[src/design/vad_pkg.sv]
// Shared types, widths and constants for the vector angle core.
// No dependencies; every other file refers to this package by scoped names.
`timescale 1ns / 1ps
`default_nettype none

package vad_pkg;

    // Field widths
    localparam int COORD_W       = 32;
    localparam int DIFF_W        = COORD_W + 1;
    localparam int MR_W          = 16;
    localparam int SQ_W          = 2 * MR_W;
    localparam int ANGLE_W       = 25;

    // CORDIC setup
    localparam int CORDIC_STAGES = 24;
    localparam int FRACTION_BITS = 16;
    localparam int GUARD_SHIFT   = 24;
    localparam int STAGE_W       = $clog2(CORDIC_STAGES);

    // x/y carry the guard bits plus CORDIC gain headroom
    localparam int XY_W          = DIFF_W + GUARD_SHIFT + 2;
    // angle accumulator: degrees scaled by 2^32, range about -100 .. +280
    localparam int Z_W           = 43;
    localparam int SH            = 32 - FRACTION_BITS;
    localparam int R_W           = Z_W - SH;

    typedef logic signed [DIFF_W-1:0]  t_diff;
    typedef logic signed [XY_W-1:0]    t_xy;
    typedef logic signed [Z_W-1:0]     t_z;
    typedef logic signed [R_W-1:0]     t_r;
    typedef logic [STAGE_W-1:0]        t_stage;
    typedef logic [MR_W-1:0]           t_mr;
    typedef logic [SQ_W-1:0]           t_sq;
    typedef logic [ANGLE_W-1:0]        t_angle;

    // Rotating vector and accumulated angle
    typedef struct packed {
        t_xy x;
        t_xy y;
        t_z  z;
    } t_vec;

    // Sideband that rides along the stage chain
    typedef struct packed {
        logic flag;   // radius below minimum
        logic zero;   // zero difference vector
    } t_side;

    typedef struct packed {
        t_angle angle_deg;
        logic   radius_too_small;
    } t_result;

    localparam t_z Z_HALF_TURN = t_z'(longint'(180) << 32);
    localparam t_z Z_ROUND     = t_z'(longint'(1) << (SH - 1));
    localparam t_r FULL_TURN   = t_r'(longint'(360) << FRACTION_BITS);

    // atan(2^-i) in degrees scaled by 2^32
    localparam int     TABLE_LEN       = 13;
    localparam longint DEG_PER_RAD_Q32 = 64'sd246083499208;
    localparam longint ATAN_TABLE [TABLE_LEN] = '{
        64'sd193273528320, 64'sd114096026022, 64'sd60285206653,
        64'sd30601712202,  64'sd15360239180,  64'sd7687607525,
        64'sd3844741810,   64'sd1922488225,   64'sd961258780,
        64'sd480631223,    64'sd240315841,    64'sd120157949,
        64'sd60078978
    };

    // Per-stage angle step; stages past the table use the small-angle form
    function automatic t_z atan_step(input t_stage i);
        longint v;
        if (i < TABLE_LEN) begin
            v = ATAN_TABLE[i[3:0]];
        end else begin
            v = (DEG_PER_RAD_Q32 + (longint'(1) << (i - 1))) >> i;
        end
        return t_z'(v);
    endfunction

endpackage

`default_nettype wire

[src/design/vad_front.sv]
// Front end: difference vector, radius test and half-plane pre-rotation.
// Holds the min_radius register. Depends on vad_pkg.
`timescale 1ns / 1ps
`default_nettype none

module vad_front (
    input  logic                               i_clk,
    input  logic                               i_rst_n,
    input  logic                               i_en,
    input  logic                               i_cfg_we,
    input  logic [vad_pkg::MR_W-1:0]           i_cfg_min_radius,
    input  logic                               i_valid,
    input  logic signed [vad_pkg::COORD_W-1:0] i_center_x,
    input  logic signed [vad_pkg::COORD_W-1:0] i_center_y,
    input  logic signed [vad_pkg::COORD_W-1:0] i_point_x,
    input  logic signed [vad_pkg::COORD_W-1:0] i_point_y,
    output logic                               o_valid,
    output vad_pkg::t_vec                      o_vec,
    output vad_pkg::t_side                     o_side
);

    vad_pkg::t_mr   r_min_radius;

    logic           r_a_v;
    vad_pkg::t_diff r_dx, r_dy;

    logic           r_b_v;
    logic           r_b_small, r_b_zero;
    vad_pkg::t_sq   r_sqx, r_sqy, r_mr2;
    vad_pkg::t_vec  r_b_vec;

    logic           r_c_v;
    vad_pkg::t_vec  r_c_vec;
    vad_pkg::t_side r_c_side;

    logic [vad_pkg::DIFF_W-1:0] w_adx, w_ady;
    vad_pkg::t_diff             w_rx, w_ry;
    vad_pkg::t_vec              n_b_vec;
    logic                       w_flag;

    // config register
    always_ff @(posedge i_clk) begin
        if (!i_rst_n) begin
            r_min_radius <= vad_pkg::t_mr'(1);
        end else if (i_cfg_we) begin
            r_min_radius <= i_cfg_min_radius;
        end
    end

    // valid bits for the three front stages
    always_ff @(posedge i_clk) begin
        if (!i_rst_n) begin
            r_a_v <= 1'b0;
            r_b_v <= 1'b0;
            r_c_v <= 1'b0;
        end else if (i_en) begin
            r_a_v <= i_valid;
            r_b_v <= r_a_v;
            r_c_v <= r_b_v;
        end
    end

    // stage A: difference vector at full width
    always_ff @(posedge i_clk) begin
        if (i_en) begin
            r_dx <= {i_point_x[vad_pkg::COORD_W-1], i_point_x}
                  - {i_center_x[vad_pkg::COORD_W-1], i_center_x};
            r_dy <= {i_point_y[vad_pkg::COORD_W-1], i_point_y}
                  - {i_center_y[vad_pkg::COORD_W-1], i_center_y};
        end
    end

    // stage B: magnitudes, squares, and turn left-half vectors by 180 degrees
    always_comb begin
        w_adx = r_dx[vad_pkg::DIFF_W-1] ? -r_dx : r_dx;
        w_ady = r_dy[vad_pkg::DIFF_W-1] ? -r_dy : r_dy;
        w_rx  = r_dx[vad_pkg::DIFF_W-1] ? -r_dx : r_dx;
        w_ry  = r_dx[vad_pkg::DIFF_W-1] ? -r_dy : r_dy;
        n_b_vec.x = vad_pkg::t_xy'(w_rx) <<< vad_pkg::GUARD_SHIFT;
        n_b_vec.y = vad_pkg::t_xy'(w_ry) <<< vad_pkg::GUARD_SHIFT;
        n_b_vec.z = r_dx[vad_pkg::DIFF_W-1] ? vad_pkg::Z_HALF_TURN : '0;
    end

    always_ff @(posedge i_clk) begin
        if (i_en) begin
            r_b_small <= ~|w_adx[vad_pkg::DIFF_W-1:vad_pkg::MR_W]
                       & ~|w_ady[vad_pkg::DIFF_W-1:vad_pkg::MR_W];
            r_b_zero  <= (r_dx == '0) && (r_dy == '0);
            r_sqx     <= vad_pkg::t_sq'(w_adx[vad_pkg::MR_W-1:0])
                       * vad_pkg::t_sq'(w_adx[vad_pkg::MR_W-1:0]);
            r_sqy     <= vad_pkg::t_sq'(w_ady[vad_pkg::MR_W-1:0])
                       * vad_pkg::t_sq'(w_ady[vad_pkg::MR_W-1:0]);
            r_mr2     <= vad_pkg::t_sq'(r_min_radius) * vad_pkg::t_sq'(r_min_radius);
            r_b_vec   <= n_b_vec;
        end
    end

    // stage C: squared-length compare
    assign w_flag = r_b_small
                  && (({1'b0, r_sqx} + {1'b0, r_sqy}) < {1'b0, r_mr2});

    always_ff @(posedge i_clk) begin
        if (i_en) begin
            r_c_vec       <= r_b_vec;
            r_c_side.flag <= w_flag;
            r_c_side.zero <= r_b_zero;
        end
    end

    assign o_valid = r_c_v;
    assign o_vec   = r_c_vec;
    assign o_side  = r_c_side;

endmodule

`default_nettype wire

[config.mk]
export PLATFORM = sky130hd
export DESIGN_NAME = vad_front
export DESIGN_NICKNAME = d
export VERILOG_FILES = /design/src/design/vad_pkg.sv /design/src/design/vad_front.sv
export SDC_FILE = /design/constraint.sdc
export NUM_CORES = 2
export LEC_CHECK = 0
export ABC_AREA = 1
export BUFFER_PORTS_ARGS = -buffer_cell sky130_fd_sc_hd__buf_2
export CORE_MARGIN = 4
export CORE_UTILIZATION = 40
export DETAILED_ROUTE_END_ITERATION = 7
export GPL_ROUTABILITY_DRIVEN = 0
export PLACE_DENSITY = 0.6
export SKIP_CTS_REPAIR_TIMING = 1
export SYNTH_ARGS = -nofsm -noshare
export SYNTH_HDL_FRONTEND = slang
export SYNTH_SLANG_ARGS = --single-unit
[constraint.sdc]
create_clock -name i_clk -period 7.16 [get_ports i_clk]
set_clock_uncertainty 0.1 [all_clocks]
set_input_delay 1.432 -clock i_clk [delete_from_list [all_inputs] [get_ports i_clk]]
set_output_delay 1.432 -clock i_clk [all_outputs]
set_load 0.01 [all_outputs]
==> flow_metrics.tcl <==
set metrics [dict create \
    outcome "completed" \
    fin_tns_setup_ps 0 \
    synth.top_cells.by_count "1141 x inv_1, 851 x nand2_1, 490 x fa_1, 461 x nor2_1, 425 x ha_1" \
    synth_mux_area_share_pct 0 \
    place_area_mm2 0.0439 \
    fin_area_mm2 0.0455 \
    period_share_pct 95.5 \
    async_flop_share_pct 0 \
    finish.cell_count_without_fillers 6539 \
    syn_area_mm2 0.0413 \
    crit_slowest_cell "fa_1" \
    cts_tree "built" \
    min-delay-start "r_b_vec[141]$_DFFE_PP_" \
    insertion_delay_ps 610 \
    start_kind "register" \
    synth_compound_area_share_pct 7.45 \
    dp.cells 6457 \
    synth-seq-area-share_pct 22.4 \
    nets 6205 \
    ys_types 58 \
    reg2reg_to "r_sqy[28]$_DFFE_PP_" \
    fmax_mhz 146 \
    crit_path_start "r_dy[0]$_DFFE_PP_" \
    clockBufferDepth 3 \
    netlist_top_cells_area "fa_1 24%, edfxtp_1 21%, ha_1 13%" \
    synthXorXnorAreaFrac_pct 4.55 \
    yosys.area_share.simple_pct 15.7 \
    ys.flop_type "edfxtp_1" \
    place_ws_ps 226 \
    synth.avg_cell_area_um2 8.45 \
    dieArea_mm2 0.108 \
    route.vias.total 31600 \
    grt_pass1_vias 32100 \
    io_pins 313 \
    hold_viol 0 \
    synth.top_cell.area_share_pct 23.8 \
    worstSetupPathType "reg2reg" \
    critPathMaxFanout 8 \
    drive_above_1_share_pct 9.71 \
    vias_per_cell 4.84 \
    routedWlPerCell_um 15.3 \
    placeableCoreArea_mm2 0.102 \
    hold_path_end "o_vec[141]$_DFFE_PP_" \
    yosys_warnings 0 \
    path_clk_slew_ps 60 \
    setup_ws_ps 325 \
    die_x_um 329 \
    finalSetupViolations 0 \
    endpoint_kind "register" \
    timing.rr.start "r_dy[0]$_DFFE_PP_" \
    syn2layout_area_growth_pct 10.3 \
    wl_um 99900 \
    synth_fa_ha_area_share_pct 36.7 \
    yosysTopAreaCell "fa_1" \
    synth-edff-count 295 \
    numCtsBuffers 41 \
    antenna_found_initial 0 \
    first_pass_iters 5 \
    grt_pass1_wl_um 163000 \
    port_buffers 225 \
    worstHoldPathCells 0 \
    r2r_cells 31 \
    cts_root_buf "clkbuf_16" \
    cpPeakStageDelay_ps 550 \
    clock_sinks 314 \
    ant_nets 0 \
    floorplan.initialDensity_pct 40.4 \
    grt_start_max_net_pins 152 \
    arrival_ps 7060 \
    min_path_type "reg2reg" \
    row_count 117 \
    rrSetupSlack_ps 320 \
    cp.required_ps 7380 \
    drv_cap 0 \
    synth-seq-cells 314 \
    synth_top_family_by_area "adder cells" \
    rsz0062_at_grt "yes" \
    antenna_cells 0 \
    drtIter0Drc 1873 \
    dp_hpwl_um 83900 \
    htree_levels 2 \
    route.detailed.drc 0 \
    maxSlewViolCount 0 \
    synth_most_common_cell "inv_1" \
    dieHeight_um 329 \
    relSlewSlack_pct 40.1 \
    synth_cells 4885 \
    tightest_slew_ps 897 \
    cpMostUsedCell "nand2_1" \
    grt_use_total_pct 18.6 \
    layout_min_cycle_time_ps 6840 \
    overflow 0 \
]
-- logic make-up after synthesis --
family	Yosys count
fa+ha+maj	915
simple gates	1571
buf+inv	1340
compound gates	535
other cells	1
xor+xnor	209
flops	314
-- routing by layer --
layer  vias up  routed length (um)  global-route usage [%]
li1      15500                   -                       -
met1     15300               43900                    24.6
met2       742               48900                    32.5
met3       128                4840                    2.39
met4         0                2240                    4.38
met5         -                   0                       0
-- layout by cell type (no fill, tap or decap), types with 6 or more instances in the layout --
cell type  count
inv_1       1140
nand2_1      847
fa_1         489
nor2_1       446
ha_1         421
edfxtp_1     295
buf_2        224
a21oi_1      221
o21ai_0      148
xor2_1       141
nand3_1      124
conb_1        87
xnor2_1       65
buf_4         63
clkbuf_16     41
nand4_1       37
a21o_1        34
nor3_1        28
nor2_2        28
inv_2         25
a31oi_1       20
o21ai_1       19
dfxtp_1       19
o21bai_1      18
o21ai_2       15
nor2_4        14
nand2_2       13
clkinv_1      11
o211ai_1       8
o21ai_4        7
nand2_4        7
a221oi_1       7
a211oi_1       7
clkbuf_1       7
nand3_2        6
-- worst max-delay path, delay by kind of cell (launching register included) --
| family | cells | cell delay [ps] |
|---|---|---|
| buf+inv | 7 | 680 |
| compound gates | 3 | 610 |
| simple gates | 13 | 1300 |
| flops | 1 | 380 |
| fa+ha+maj | 7 | 3300 |
| xor+xnor | 1 | 180 |
-- metrics by stage --
step | hold slack, ps | util (%)
after floorplan | 300 | -
after global routing | 321 | 44.6
after global placement | 301 | 43.0
after CTS | 303 | 44.3
final | 303 | 44.6
after detailed placement | 305 | 43.0
-- state kept, by name, indices dropped and copies added (netlist names), 2 cells and up --
| register | count |
|---|---|
| r_sqy | 31 |
| r_mr2 | 31 |
| o_vec | 67 |
| o_side | 2 |
| r_min_radius | 16 |
| r_dy | 33 |
| r_dx | 33 |
| r_sqx | 31 |
| r_b_vec | 65 |
-- worst max path at each step --
stage / end / depth (start not counted)
final: r_sqy[28]$_DFFE_PP_ / 31
after global routing: r_sqy[29]$_DFFE_PP_ / 32
after CTS: r_sqy[29]$_DFFE_PP_ / 30
after detailed placement: r_sqx[24]$_DFFE_PP_ / 29
after global placement: r_sqy[28]$_DFFE_PP_ / 28
after floorplan: r_sqy[28]$_DFFE_PP_ / 32
-- area by class of cell --
type / instances / area (um^2)
Sequential cell: 314 / 9240
Clock buffer: 48 / 1050
Fill cell: 10200 / 56500
Inverter: 1175 / 4430
Timing Repair Buffer: 292 / 1680
Clock inverter: 25 / 302
Multi-Input combinational cell: 3317 / 27100
Tap cell: 1368 / 1710
Power is not shown: default switching activity piles up to over one toggle a cycle in this logic, so the estimate is an artifact.
