[src/design/vad_pkg.sv]
// Shared types, widths and constants for the vector angle core.
// No dependencies; every other file refers to this package by scoped names.
`timescale 1ns / 1ps
`default_nettype none

package vad_pkg;

    // Field widths
    localparam int COORD_W       = 32;
    localparam int DIFF_W        = COORD_W + 1;
    localparam int MR_W          = 16;
    localparam int SQ_W          = 2 * MR_W;
    localparam int ANGLE_W       = 25;

    // CORDIC setup
    localparam int CORDIC_STAGES = 24;
    localparam int FRACTION_BITS = 16;
    localparam int GUARD_SHIFT   = 24;
    localparam int STAGE_W       = $clog2(CORDIC_STAGES);

    // x/y carry the guard bits plus CORDIC gain headroom
    localparam int XY_W          = DIFF_W + GUARD_SHIFT + 2;
    // angle accumulator: degrees scaled by 2^32, range about -100 .. +280
    localparam int Z_W           = 43;
    localparam int SH            = 32 - FRACTION_BITS;
    localparam int R_W           = Z_W - SH;

    typedef logic signed [DIFF_W-1:0]  t_diff;
    typedef logic signed [XY_W-1:0]    t_xy;
    typedef logic signed [Z_W-1:0]     t_z;
    typedef logic signed [R_W-1:0]     t_r;
    typedef logic [STAGE_W-1:0]        t_stage;
    typedef logic [MR_W-1:0]           t_mr;
    typedef logic [SQ_W-1:0]           t_sq;
    typedef logic [ANGLE_W-1:0]        t_angle;

    // Rotating vector and accumulated angle
    typedef struct packed {
        t_xy x;
        t_xy y;
        t_z  z;
    } t_vec;

    // Sideband that rides along the stage chain
    typedef struct packed {
        logic flag;   // radius below minimum
        logic zero;   // zero difference vector
    } t_side;

    typedef struct packed {
        t_angle angle_deg;
        logic   radius_too_small;
    } t_result;

    localparam t_z Z_HALF_TURN = t_z'(longint'(180) << 32);
    localparam t_z Z_ROUND     = t_z'(longint'(1) << (SH - 1));
    localparam t_r FULL_TURN   = t_r'(longint'(360) << FRACTION_BITS);

    // atan(2^-i) in degrees scaled by 2^32
    localparam int     TABLE_LEN       = 13;
    localparam longint DEG_PER_RAD_Q32 = 64'sd246083499208;
    localparam longint ATAN_TABLE [TABLE_LEN] = '{
        64'sd193273528320, 64'sd114096026022, 64'sd60285206653,
        64'sd30601712202,  64'sd15360239180,  64'sd7687607525,
        64'sd3844741810,   64'sd1922488225,   64'sd961258780,
        64'sd480631223,    64'sd240315841,    64'sd120157949,
        64'sd60078978
    };

    // Per-stage angle step; stages past the table use the small-angle form
    function automatic t_z atan_step(input t_stage i);
        longint v;
        if (i < TABLE_LEN) begin
            v = ATAN_TABLE[i[3:0]];
        end else begin
            v = (DEG_PER_RAD_Q32 + (longint'(1) << (i - 1))) >> i;
        end
        return t_z'(v);
    endfunction

endpackage

`default_nettype wire

[src/design/vad_back.sv]
// Back end: round the angle, wrap into [0, 360), output register and skid.
// Drives the chain enable. Depends on vad_pkg.
`timescale 1ns / 1ps
`default_nettype none

module vad_back (
    input  logic                       i_clk,
    input  logic                       i_rst_n,
    input  logic                       i_valid,
    input  vad_pkg::t_vec              i_vec,
    input  vad_pkg::t_side             i_side,
    output logic                       o_en,
    output logic                       o_valid,
    input  logic                       i_ready,
    output logic [vad_pkg::ANGLE_W-1:0] o_angle_deg,
    output logic                       o_radius_too_small
);

    logic              r_out_v, r_skid_v;
    vad_pkg::t_result  r_out, r_skid;

    vad_pkg::t_z       w_z, w_zr;
    vad_pkg::t_r       w_r, w_wrap;
    vad_pkg::t_result  w_res;
    logic              w_take;

    // round half up at the output precision, then wrap one turn
    always_comb begin
        w_z  = i_vec.z;
        w_zr = w_z + vad_pkg::Z_ROUND;
        w_r  = w_zr[vad_pkg::Z_W-1:vad_pkg::SH];
        if (w_r[vad_pkg::R_W-1]) begin
            w_wrap = w_r + vad_pkg::FULL_TURN;
        end else if (w_r >= vad_pkg::FULL_TURN) begin
            w_wrap = w_r - vad_pkg::FULL_TURN;
        end else begin
            w_wrap = w_r;
        end
        w_res.radius_too_small = i_side.flag;
        w_res.angle_deg = (i_side.flag || i_side.zero) ? '0
                        : vad_pkg::t_angle'(w_wrap);
    end

    assign w_take = r_out_v & i_ready;
    assign o_en   = ~r_skid_v;

    // output register with a one-entry skid; the chain stalls only when the skid is full
    always_ff @(posedge i_clk) begin
        if (!i_rst_n) begin
            r_out_v  <= 1'b0;
            r_skid_v <= 1'b0;
        end else if (r_skid_v) begin
            if (w_take) begin
                r_skid_v <= 1'b0;
            end
        end else if (i_valid) begin
            if (!r_out_v || w_take) begin
                r_out_v <= 1'b1;
            end else begin
                r_skid_v <= 1'b1;
            end
        end else if (w_take) begin
            r_out_v <= 1'b0;
        end
    end

    always_ff @(posedge i_clk) begin
        if (r_skid_v) begin
            if (w_take) begin
                r_out <= r_skid;
            end
        end else if (i_valid) begin
            if (!r_out_v || w_take) begin
                r_out <= w_res;
            end else begin
                r_skid <= w_res;
            end
        end
    end

    assign o_valid            = r_out_v;
    assign o_angle_deg        = r_out.angle_deg;
    assign o_radius_too_small = r_out.radius_too_small;

endmodule

`default_nettype wire

[config.mk]
export PLATFORM = sky130hd
export DESIGN_NAME = vad_back
export DESIGN_NICKNAME = d
export VERILOG_FILES = /design/src/design/vad_pkg.sv /design/src/design/vad_back.sv
export SDC_FILE = /design/constraint.sdc
export NUM_CORES = 1
export LEC_CHECK = 0
export ABC_AREA = 1
export BUFFER_PORTS_ARGS = -buffer_cell sky130_fd_sc_hd__buf_4
export CORE_UTILIZATION = 46
export CTS_BUF_LIST = sky130_fd_sc_hd__clkbuf_8
export DETAILED_ROUTE_END_ITERATION = 10
export GPL_TIMING_DRIVEN = 0
export PLACE_DENSITY = 0.83
export SLEW_MARGIN = 25
export SYNTH_ARGS = -nofsm -noshare
export SYNTH_HDL_FRONTEND = slang
export SYNTH_SLANG_ARGS = --single-unit
[constraint.sdc]
create_clock -name i_clk -period 3.1 [get_ports i_clk]
set_input_delay 0.465 -clock i_clk [delete_from_list [all_inputs] [get_ports i_clk]]
set_output_delay 0.465 -clock i_clk [all_outputs]
set_load 0.01 [all_outputs]
==> qor.yml, run 1 <==
sta:
  timing.final.crit_share_pct: 87.0
  max_freq_mhz: 371
  max_slew_margin_pct: 51.1
  tns_ns: 0
  fin_skew_ns: 0.00850
  setup_viol: 0
  grt_setup_unrepaired: "no"
  fin_crit_ns: 2.70
  hold_viol: 0
  drv_slew: 0
  worstMarginPinSlew_ns: 0.732
clocking:
  cts_tree: "done"
  root_buffer: "clkbuf_8"
  clk_latency_ns: 0.31
  h-tree-depth: 2
  cts_setup_buffers: 0
  cts_hold_buf: 0
  clock_sinks: 54
  clockBufferDepth: 2
  cts_buffers: 5
  post_cts_resized: 0
  clk_pin_slew_ns: 0.09
routing:
  first_iter_violations: 192
  ant_nets: 0
  drc: 0
  wirelength_um: 8670
  wl_met1_um: 3680
  vias: 3188
  top_layer: "met4"
  wl_met2_um: 4350
  via_per_inst: 5.10
  wl_per_cell_um: 13.9
  dr_wl_met3_um: 331
  drt_first_pass_iters: 6
critical_path:
  max_stage_delay_ns: 0.38
  cp-end-kind: "flip-flop"
  critPathLaunchType: "input port"
  crit_path_top_delay_cell: "xnor2_1"
  crit_top_cell: "nand2_1"
  required_ns: 3.16
  arrival_ns: 2.76
  path_cells: "buf_4, nand2_1, nor2_1, nand2_1, nor2_1, nand2_1, xnor2_1, inv_1, ha_1, inv_1, nand3_1, nand2_1, nand3_1, nand2_4, nand2_1, o21ai_1, nand2_1, nand3_1, nand2_1"
  critPathKind: "input port to flip-flop"
  cp_max_fo: 10
finish:
  drive_gt1_share_pct: 17.8
  utilization_pct: 58.3
  antenna_cells: 0
  fin_nets: 698
  stdcell_count: 625
  syn_to_final_growth_pct: 19.8
synth:
  synth_area_leaders: "edfxtp_1, nand2_1, nor2_1, inv_1, nand3_1"
  yosys.area.top_type: "edfxtp_1"
  syn_area_mm2: 0.00340
  synth.net_count: 630
  synth_commonest_cells: "nand2_1, nor2_1, edfxtp_1, inv_1, nand3_1"
  syn_inst: 460
  ys_seq_area_share_pct: 47.1
  synth.distinct_cells: 33
  post_synth.cell_area_avg_um2: 7.39
  ys_ff_latch: 54
  yosysMostFrequentCell: "nand2_1"
  ys.flop_type: "edfxtp_1"
  synthArstFlopShare_pct: 0
  synth_enable_flop_cells: 52
  synth_top_area_share_pct: 45.9
  yosysWarnings: 0
outcome:
  outcome: "complete, no violations"
global_routing:
  grt_pass1_vias: 3029
  grt_pass1_wl_um: 14100
  antenna_found_initial: 0
  gr-total-overflow: 0
  grt_max_degree: 27
  grt_use_total_pct: 24.0
die:
  rows: 30
  ioPinCount: 195
  die_y_um: 88.0
  dieArea_mm2: 0.00774
  core_region_area_mm2: 0.00698
  start_util_pct: 48.7
  die_w_um: 88.0
power:
  leakage_nw: 1.92
  power.density_mw_per_mm2: 373
  peakVddDrop_mv: 0.183
  p_total_mw: 1.52
place:
  placedCellCount: 617
  portBuffers: 61
  place_congestion: 0.890
  dp_hpwl_um: 7070
hold_path:
  hold_path.class: "input port to flip-flop"
flow_run:
  maxCapViolCount: 0
area by class of cell:
cell class                      instances  area [um^2]
Inverter                               49          184
Multi-Input combinational cell        349         1600
Timing Repair Buffer                   61          458
Fill cell                             687         2910
Sequential cell                        54         1600
Tap cell                               96          120
Clock buffer                            5         68.8
Buffer                                  8         32.5
Clock inverter                          3         12.5
worst paths after layout:
kind | startpoint | endpoint | slack [ns] | cells past startpoint
hold / removal | i_side[1] | r_skid[0]$_DFFE_PP_ | 0.37 | 1
setup reg to reg | r_skid_v$_SDFF_PN0_ | o_angle_deg[19]$_DFFE_PP_ | 1.28 | 4
hold reg to reg | r_skid[22]$_DFFE_PP_ | o_angle_deg[21]$_DFFE_PP_ | 0.53 | 2
setup / recovery | i_vec[22] | o_angle_deg[20]$_DFFE_PP_ | 0.40 | 19
metal layers:
metal | global-route usage (%) | up-vias
met5 | 0 | -
met3 | 2.36 | 17
li1 | - | 1618
met4 | 11.5 | 0
met2 | 42.8 | 92
met1 | 28.9 | 1461
flip-flops by register name (all words and copies together), names as in the netlist:
name and flops:
r_skid 26, r_skid_v 1, o_radius_too_small 1, o_angle_deg 25, o_valid 1
cell families (layout without fill, tap and decap cells):
group                    after synthesis  in the layout  synth area share (%)
adder cells (fa/ha/maj)                3              3                  1.10
XOR/XNOR                               3              3                 0.773
buffers and inverters                 57            126                  6.37
AO/OA/AOI/OAI                         30             30                  4.82
AND/OR/NAND/NOR                      313            313                  39.8
flip-flops                            54             54                  47.1
worst max-delay path, delay by kind of cell:
kind,cells,cell delay [ns]
simple gates,13,1.30
fa+ha+maj,1,0.20
compound gates,1,0.09
xor+xnor,1,0.38
buf+inv,3,0.33
power breakdown:
| group | leakage [nW] | switching, mW | internal [mW] | total [mW] |
|---|---|---|---|---|
| combinational | 1.34 | 0.181 | 0.113 | 0.293 |
| sequential | 0.538 | 0.0133 | 0.842 | 0.856 |
| clock | 0.0468 | 0.216 | 0.153 | 0.368 |
cell usage in the layout (no fill, tap or decap), types with 2 or more instances in the layout:
master and instances:
clkbuf_8 5, clkbuf_1 6, xnor2_1 2, nand2_4 2, ha_1 3, nor2_4 8
dfxtp_1 2, inv_1 46, buf_2 2, nor2_1 54, o21ai_0 4, o21ai_1 6
clkinv_1 2, nand4_1 9, inv_2 3, nand2_1 190, nand3_1 33, edfxtp_1 52
nand2_2 7, a21oi_1 15, nand3b_1 3, buf_4 61
stage by stage:
stage / instance area [um^2] / hold WS (ns) / setup slack [ns]
floorplan: 3400 / 0.491 / 0.550
global placement: 3980 / 0.500 / 0.167
detailed placement: 3990 / 0.507 / 0.0873
CTS: 4070 / 0.357 / 0.403
global route: 4070 / 0.352 / 0.0755
finish: 4070 / 0.365 / 0.404
No activity file was read; power rests on OpenSTA's default activity.
==> inputs of run 2 (changes only) <==
ABC_AREA = unset   (was 1)
clock period = 2.7 ns   (was 3.1 ns; I/O delays follow)
==> run 2 against run 1 <==
  * The flow now finishes with violations (negative setup slack)
  * Final cell count fell by 13%
  * Global-route usage fell by 0.11 points
  * Final area rose by 20%
  * Non-clock buffer count rose by 37
  * Die area rose by 1.7%
  * Setup slack got worse by 0.45 ns
  * Critical path depth fell by 6
  * Clock power rose by 22%
  * Wire length rose by 15%
  * Sequential power rose by 16%
  * Largest power group unchanged
==> qor.yml, run 2 <==
power:
  p_total_mw: 1.95  # +28%
  leakage_nw: 1.77  # -7.9%
  p_clk_share_pct: 23.1  # -1.2 points
  power_frac_comb_pct: 26.1  # +6.8 points
  power.density_mw_per_mm2: 400  # +7.3%
  pwr-share-seq_pct: 50.9  # -5.5 points
  p_int_mw: 1.39  # +25%
  switching_power_mw: 0.560  # +37%
  peakVddDrop_mv: 0.306  # +67%
  swShare_pct: 28.7  # +1.7 points
clocking:
  clk_latency_ns: 0.31  # about the same
  clock_sinks: 54  # unchanged
  clockBufferDepth: 2  # unchanged
  cts_hold_buf: 0  # unchanged
  root_buffer: "clkbuf_8"
  cts_tree: "done"
  clk_pin_slew_ns: 0.10  # about the same
  h-tree-depth: 2  # unchanged
  cts_buffers: 5  # unchanged
critical_path:
  required_ns: 2.76  # -0.40 ns
  max_stage_delay_ns: 0.33  # -0.05 ns
  arrival_ns: 2.82  # +0.06 ns
  r2r_end: "o_angle_deg[24]$_DFFE_PP_"
  r2r-start: "r_skid_v$_SDFF_PN0_"
  critical_path.top_delay_family: "simple AND/OR/NAND/NOR gates"
  critPathKind: "input port to flip-flop"
  crit_path_top_delay_cell: "nor4_4"
  critPathLaunchType: "input port"
  cp-end-kind: "flip-flop"
  ff2ff_setup_slack_ns: 0.54  # -0.74 ns
  cp_max_fo: 10  # unchanged
  path_cells: "buf_4, and4_1, and2_1, buf_6, nand4_4, xnor2_4, inv_4, ha_4, nor4_4, nor3_4, nand2_2, mux2_4, a221o_1"
  reg2reg_depth: 6  # +2
  crit_buf_inv: 3  # unchanged
synth:
  post_synth.cell_area_avg_um2: 9.93  # +34%
  yosysMostFrequentCell: "edfxtp_1"
  yosysWarnings: 0  # unchanged
  ys_ff_latch: 54  # unchanged
  synthArstFlopShare_pct: 0  # unchanged
  yosys.area.top_type: "edfxtp_1"
  syn_area_mm2: 0.00346  # +1.7%
  ys_seq_area_share_pct: 46.3  # -0.78 points
  ys.flop_type: "edfxtp_1"
  synth_commonest_cells: "edfxtp_1, nor2_1, nand2_1, o31ai_1, nand3_1"
  synth_top_area_share_pct: 45.2  # -0.77 points
  synth.net_count: 518  # -18%
  synth_area_leaders: "edfxtp_1, nor2_1, nand2_1, xnor2_1, o31ai_1"
  synth.distinct_cells: 59  # +79%
  syn_inst: 348  # -24%
  synth_enable_flop_cells: 52  # unchanged
place:
  portBuffers: 54  # -11%
  dpl-instance-area_mm2: 0.00422  # +5.7%
  dp_hpwl_um: 6520  # -7.8%
  dp_slack_ns: -0.781  # -0.869 ns
  place_congestion: 0.943  # +5.9%
sta:
  finalWorstSetupSlack_ns: -0.0503  # -0.454 ns
  timing.hold.ws_ns: 0.298  # -0.0672 ns
  grt_setup_unrepaired: "yes"
  worstMarginPinSlew_ns: 0.632  # -0.0997 ns
  timing.final.crit_share_pct: 102
  setup_viol: 4  # +4
  fin_skew_ns: 0.0136  # +0.00509 ns
  max_freq_mhz: 364
  drv_slew: 0  # unchanged
  hold_viol: 0  # unchanged
  fin_crit_ns: 2.75
  max_slew_margin_pct: 57.9  # +6.8 points
  tns_ns: -0.103  # -0.103 ns
finish:
  most-common-layout-cells: "buf_4, edfxtp_1, nor2_1"
  largest_reg_flops: 26  # unchanged
  antenna_cells: 0  # unchanged
  design_area_mm2: 0.00487  # +20%
  drive_gt1_share_pct: 37.3  # +20 points
  fin_nets: 611  # -12%
  syn_to_final_growth_pct: 40.9
  regMostFlops: "r_skid"
  layout_commonest_cell: "buf_4"
routing:
  dr_wl_met3_um: 746  # +130%
  wl_met2_um: 4810  # +11%
  drc: 0  # unchanged
  vias: 3213  # +0.78%
  via_per_inst: 5.94  # +16%
  drt_first_pass_iters: 5  # -1
  wirelength_um: 9950  # +15%
  wl_met1_um: 4020  # +9.2%
  wl_per_cell_um: 18.4  # +33%
  top_layer: "met4"
  ant_nets: 0  # unchanged
  first_iter_violations: 311  # +62%
die:
  ioPinCount: 195  # unchanged
  rows: 31  # +3.3%
  start_util_pct: 47.6  # -1.0 points
  die_w_um: 88.7  # +0.82%
  die_y_um: 88.7  # +0.82%
  core_region_area_mm2: 0.00725  # +3.9%
  dieArea_mm2: 0.00786  # +1.7%
global_routing:
  gr-total-overflow: 0  # unchanged
  antenna_found_initial: 0  # unchanged
  grt_pass1_wl_um: 14100  # -0.15%
  grt_pass1_vias: 2770  # -8.6%
  grt_max_degree: 27  # unchanged
  grt_use_total_pct: 23.9  # -0.11 points
outcome:
  failed_checks: "negative setup slack"
  outcome: "complete, but fails checks"
hold_path:
  whs_path_depth: 1  # unchanged
  hold_path.class: "input port to flip-flop"
  worstHoldEndpoint: "r_skid[0]$_DFFE_PP_"
  hold_start: "i_side[1]"
flow_run:
  maxCapViolCount: 0  # unchanged
run 2: cell types whose count changed in the layout (fill, tap and decap cells not counted), moves of 9 or more:
cell,previous run,this run
nand2_1,190,37
nor2_1,54,42
o31ai_1,0,17
nand3_1,33,14
xnor2_1,2,12
buf_4,61,83
xor2_1,1,10
inv_1,46,5
run 2: timing repair:
| item | CTS | global route |
|---|---|---|
| gates resized for setup | 16 | 38 |
| endpoints found under the setup margin | 11 | 11 |
| endpoints found under the hold margin | 0 | 0 |
| pin swaps | 11 | 26 |
| setup buffers | 14 | 19 |
run 2: metal layers:
metal,vias to the layer above,global-route usage (%)
li1,1481,-
met1,1523,33.5
met2,175,37.5
met3,34,3.17
met4,0,9.53
met5,-,0
run 2: power groups by stage:
stage / Clock (mW) / Combinational [mW] / Sequential (mW)
3_3_place_gp: 0 / 0.397 / 1.01
3_5_place_dp: 0 / 0.418 / 1.01
6_report: 0.449 / 0.508 / 0.991
5_1_grt: 0.477 / 0.540 / 0.995
4_1_cts: 0.448 / 0.443 / 0.992
2_1_floorplan: 0 / 0.219 / 1.03
run 2: worst max-delay path by stage:
stage,startpoint,endpoint,slack (ns),cells past startpoint
finish,i_vec[23],o_angle_deg[24]$_DFFE_PP_,-0.05,13
global route,i_vec[16],o_angle_deg[20]$_DFFE_PP_,-0.17,13
CTS,i_vec[16],o_angle_deg[22]$_DFFE_PP_,-0.03,13
detailed placement,i_vec[15],o_angle_deg[22]$_DFFE_PP_,-0.78,13
global placement,i_vec[15],o_angle_deg[22]$_DFFE_PP_,-0.74,13
floorplan,i_vec[18],o_angle_deg[24]$_DFFE_PP_,-0.16,12
run 2: cells by family (layout without fill, tap and decap cells):
kind of cell	after synthesis	in the layout	share of synthesized area, %
DFF	54	54	46.3
muxes	8	8	2.53
buffers and inverters	27	121	3.51
and+or+nand+nor	155	155	23.8
xor gates and xnor gates	32	32	9.09
AOI/OAI and AO/OA	69	69	13.7
adders and majority gates	3	3	1.09
run 2: final cells by class:
class                   count  area, um^2
clock buffers               5        68.8
multi-input cells         267        2160
inverters                   7        28.8
clock inverters             3        20.0
well taps                  99         124
fillers                   504        2380
repair buffers             86         692
flip-flops and latches     54        1600
plain buffers              20         171
run 2: through the flow:
stage                     utilization, %  std cells
after CTS                           62.1        524
after global placement              57.6        501
final                               67.2        541
after global routing                67.2        541
after floorplan                        -        348
after detailed placement            58.2        502
==> inputs of run 3 (changes only) <==
CORE_ASPECT_RATIO = 1.2   (was unset)
==> run 3 against run 2 <==
  * The flow still finishes with violations (negative setup slack)
  * Total power is 8.7% higher
  * Clock skew decreased by 0.0077 ns
  * Final area shrank 1.3%
  * Sequential share of layout area is 0.45 points higher
  * Register-to-register slack gained 0.04 ns
  * First-iteration DRC count grew 3.2%
  * Setup slack got worse by 0.043 ns
  * Clock power grew 40%
  * Highest routed layer unchanged
==> qor.yml, run 3 (same netlist as run 2, synthesis figures left out) <==
sta:
  drv_slew: 0  # unchanged
  worstMarginPinSlew_ns: 0.824  # +0.192 ns
  max_freq_mhz: 358  # -1.5%
  grt_setup_unrepaired: "yes"
  timing.final.crit_share_pct: 103  # +1.6 points
  max_slew_margin_pct: 44.9  # -13 points
  hold_viol: 0  # unchanged
  setup_viol: 6  # +2
  fin_skew_ns: 0.00594  # -0.00766 ns
  fin_crit_ns: 2.79  # +0.0428 ns
  finalWorstSetupSlack_ns: -0.0930  # -0.0428 ns
place:
  dp_slack_ns: -0.721  # +0.0604 ns
  place_congestion: 0.878  # -6.9%
  placedCellCount: 493  # -1.8%
  portBuffers: 54  # unchanged
  dp_hpwl_um: 6360  # -2.4%
global_routing:
  grt-busiest-layer: "met2"
  gr-total-overflow: 0  # unchanged
  grt_max_degree: 27  # unchanged
  grt_pass1_wl_um: 15400  # +9.6%
  grt_pass1_vias: 3065  # +11%
  grt_use_total_pct: 25.7  # +1.8 points
  grt_use_met2_pct: 40.1  # +2.7 points
  use_met3_pct: 4.15  # +0.98 points
  antenna_found_initial: 0  # unchanged
  grt_use_met1_pct: 33.9  # +0.42 points
clocking:
  clk_pin_slew_ns: 0.09  # about the same
  cts_tree: "done"
  h-tree-depth: 2  # unchanged
  clockBufferDepth: 2  # unchanged
  clk_latency_ns: 0.30  # about the same
  clock_sinks: 54  # unchanged
  root_buffer: "clkbuf_8"
  cts_buffers: 5  # unchanged
  cts_hold_buf: 0  # unchanged
outcome:
  failed_checks: "negative setup slack"
  outcome: "complete, but fails checks"
routing:
  wirelength_um: 10100  # +1.4%
  ant_nets: 0  # unchanged
  first_iter_violations: 321  # +3.2%
  wl_per_cell_um: 19.2  # +4.5%
  drt_first_pass_iters: 5  # unchanged
  via_per_inst: 6.11  # +2.9%
  drc: 0  # unchanged
  vias: 3209  # -0.12%
critical_path:
  arrival_ns: 2.83  # about the same
  r2r_end: "o_angle_deg[4]$_DFFE_PP_"
  cp-end-kind: "flip-flop"
  ff2ff_setup_slack_ns: 0.58  # +0.04 ns
  max_stage_delay_ns: 0.37  # +0.04 ns
  required_ns: 2.74  # -0.02 ns
  r2r-start: "r_skid_v$_SDFF_PN0_"
  path_cells: "buf_8, ha_4, nand2_4, nor4_4, buf_6, and3_4, mux2_4, a31o_4, nor3_4, o31ai_4, a2111oi_2, buf_4, nor3_1"
  critPathKind: "input port to flip-flop"
  reg2reg_depth: 5  # -1
  cp_max_fo: 6  # -4
  crit_path_top_delay_cell: "a2111oi_2"
  critPathLaunchType: "input port"
die:
  rows: 34  # +9.7%
  start_util_pct: 47.5  # -0.14 points
  ioPinCount: 195  # unchanged
  dieArea_mm2: 0.00787  # about the same
  die_w_um: 81.1  # -8.5%
  die_y_um: 97.0  # +9.3%
  core_region_area_mm2: 0.00727  # +0.29%
finish:
  fin_nets: 604  # -1.1%
  drive_gt1_share_pct: 37.2  # -0.089 points
  largest_reg_flops: 26  # unchanged
  antenna_cells: 0  # unchanged
  most-common-layout-cells: "buf_4, edfxtp_1, nor2_1"
  regMostFlops: "r_skid"
  stdcell_count: 525  # -3.0%
  layout_commonest_cell: "buf_4"
  syn_to_final_growth_pct: 39.1
flow_run:
  maxCapViolCount: 0  # unchanged
power:
  peakVddDrop_mv: 0.292  # -4.5%
  leakage_nw: 1.74  # -1.4%
  power.density_mw_per_mm2: 440  # +10%
hold_path:
  hold_start: "i_side[1]"
  hold_path.class: "input port to flip-flop"
  worstHoldEndpoint: "r_skid[0]$_DFFE_PP_"
  whs_path_depth: 1  # unchanged
==> run 3: changes by cell type in the layout (fill, tap and decap cells not counted), sizes merged <==
cell	delta
buf	-7
inv	-2
bufinv	+2
clkinvlp	-1
clkinv	+1
==> run 3: final cells by class <==
class | count | area, um^2
repair buffers | 79 | 652
plain buffers | 20 | 150
multi-input cells | 267 | 2130
inverters | 7 | 28.8
clock buffers | 5 | 68.8
well taps | 90 | 113
flip-flops and latches | 54 | 1600
fillers | 489 | 2470
clock inverters | 3 | 63.8
==> run 3: report_power, final <==
group,total (mW),internal (mW),leakage (nW),switching [mW]
Sequential,0.992,0.976,0.512,0.0151
Clock,0.627,0.367,0.0658,0.260
Combinational,0.499,0.220,1.17,0.278
==> run 3: through the flow <==
| stage | hold WS (ns) | instance area (um^2) | setup TNS [ns] | total power, mW | util [%] |
|---|---|---|---|---|---|
| CTS | 0.303 | 4650 | 0 | 2.08 | 63.9 |
| floorplan | 0.498 | 3650 | -0.399 | 1.25 | - |
| detailed placement | 0.516 | 4210 | -6.03 | 1.43 | 57.9 |
| finish | 0.300 | 4810 | -0.343 | 2.12 | 66.1 |
| global route | 0.298 | 4810 | -0.885 | 2.18 | 66.1 |
| global placement | 0.510 | 4170 | -23.27 | 1.41 | 57.3 |
==> run 3: metal layers <==
layer	share of wire, %	wire length (um)
met5	0	0
met4	4.5	450
met3	8.3	836
met2	49	4980
met1	38	3820
==> run 3: worst max path at each step <==
stage,from,end,cells past startpoint
floorplan,i_vec[18],o_angle_deg[24]$_DFFE_PP_,12
global placement,i_vec[15],o_angle_deg[22]$_DFFE_PP_,13
detailed placement,i_vec[15],o_angle_deg[22]$_DFFE_PP_,13
CTS,i_vec[16],o_angle_deg[22]$_DFFE_PP_,13
global route,i_vec[28],o_angle_deg[22]$_DFFE_PP_,12
finish,i_vec[15],r_skid[23]$_DFFE_PP_,13
==> run 3: worst max-delay path, delay by kind of cell <==
family | cells | cell delay [ns]
adder cells (fa/ha/maj) | 1 | 0.15
AO/OA/AOI/OAI | 3 | 0.72
AND/OR/NAND/NOR | 5 | 0.80
multiplexers | 1 | 0.30
buffers and inverters | 3 | 0.45
==> run 3: repair_timing <==
| action | CTS | global route |
|---|---|---|
| endpoints found under the setup margin | 12 | 12 |
| hold endpoints to repair | 0 | 0 |
| gates resized for setup | 25 | 22 |
| pin swaps | 15 | 12 |
| buffers inserted | 19 | 5 |
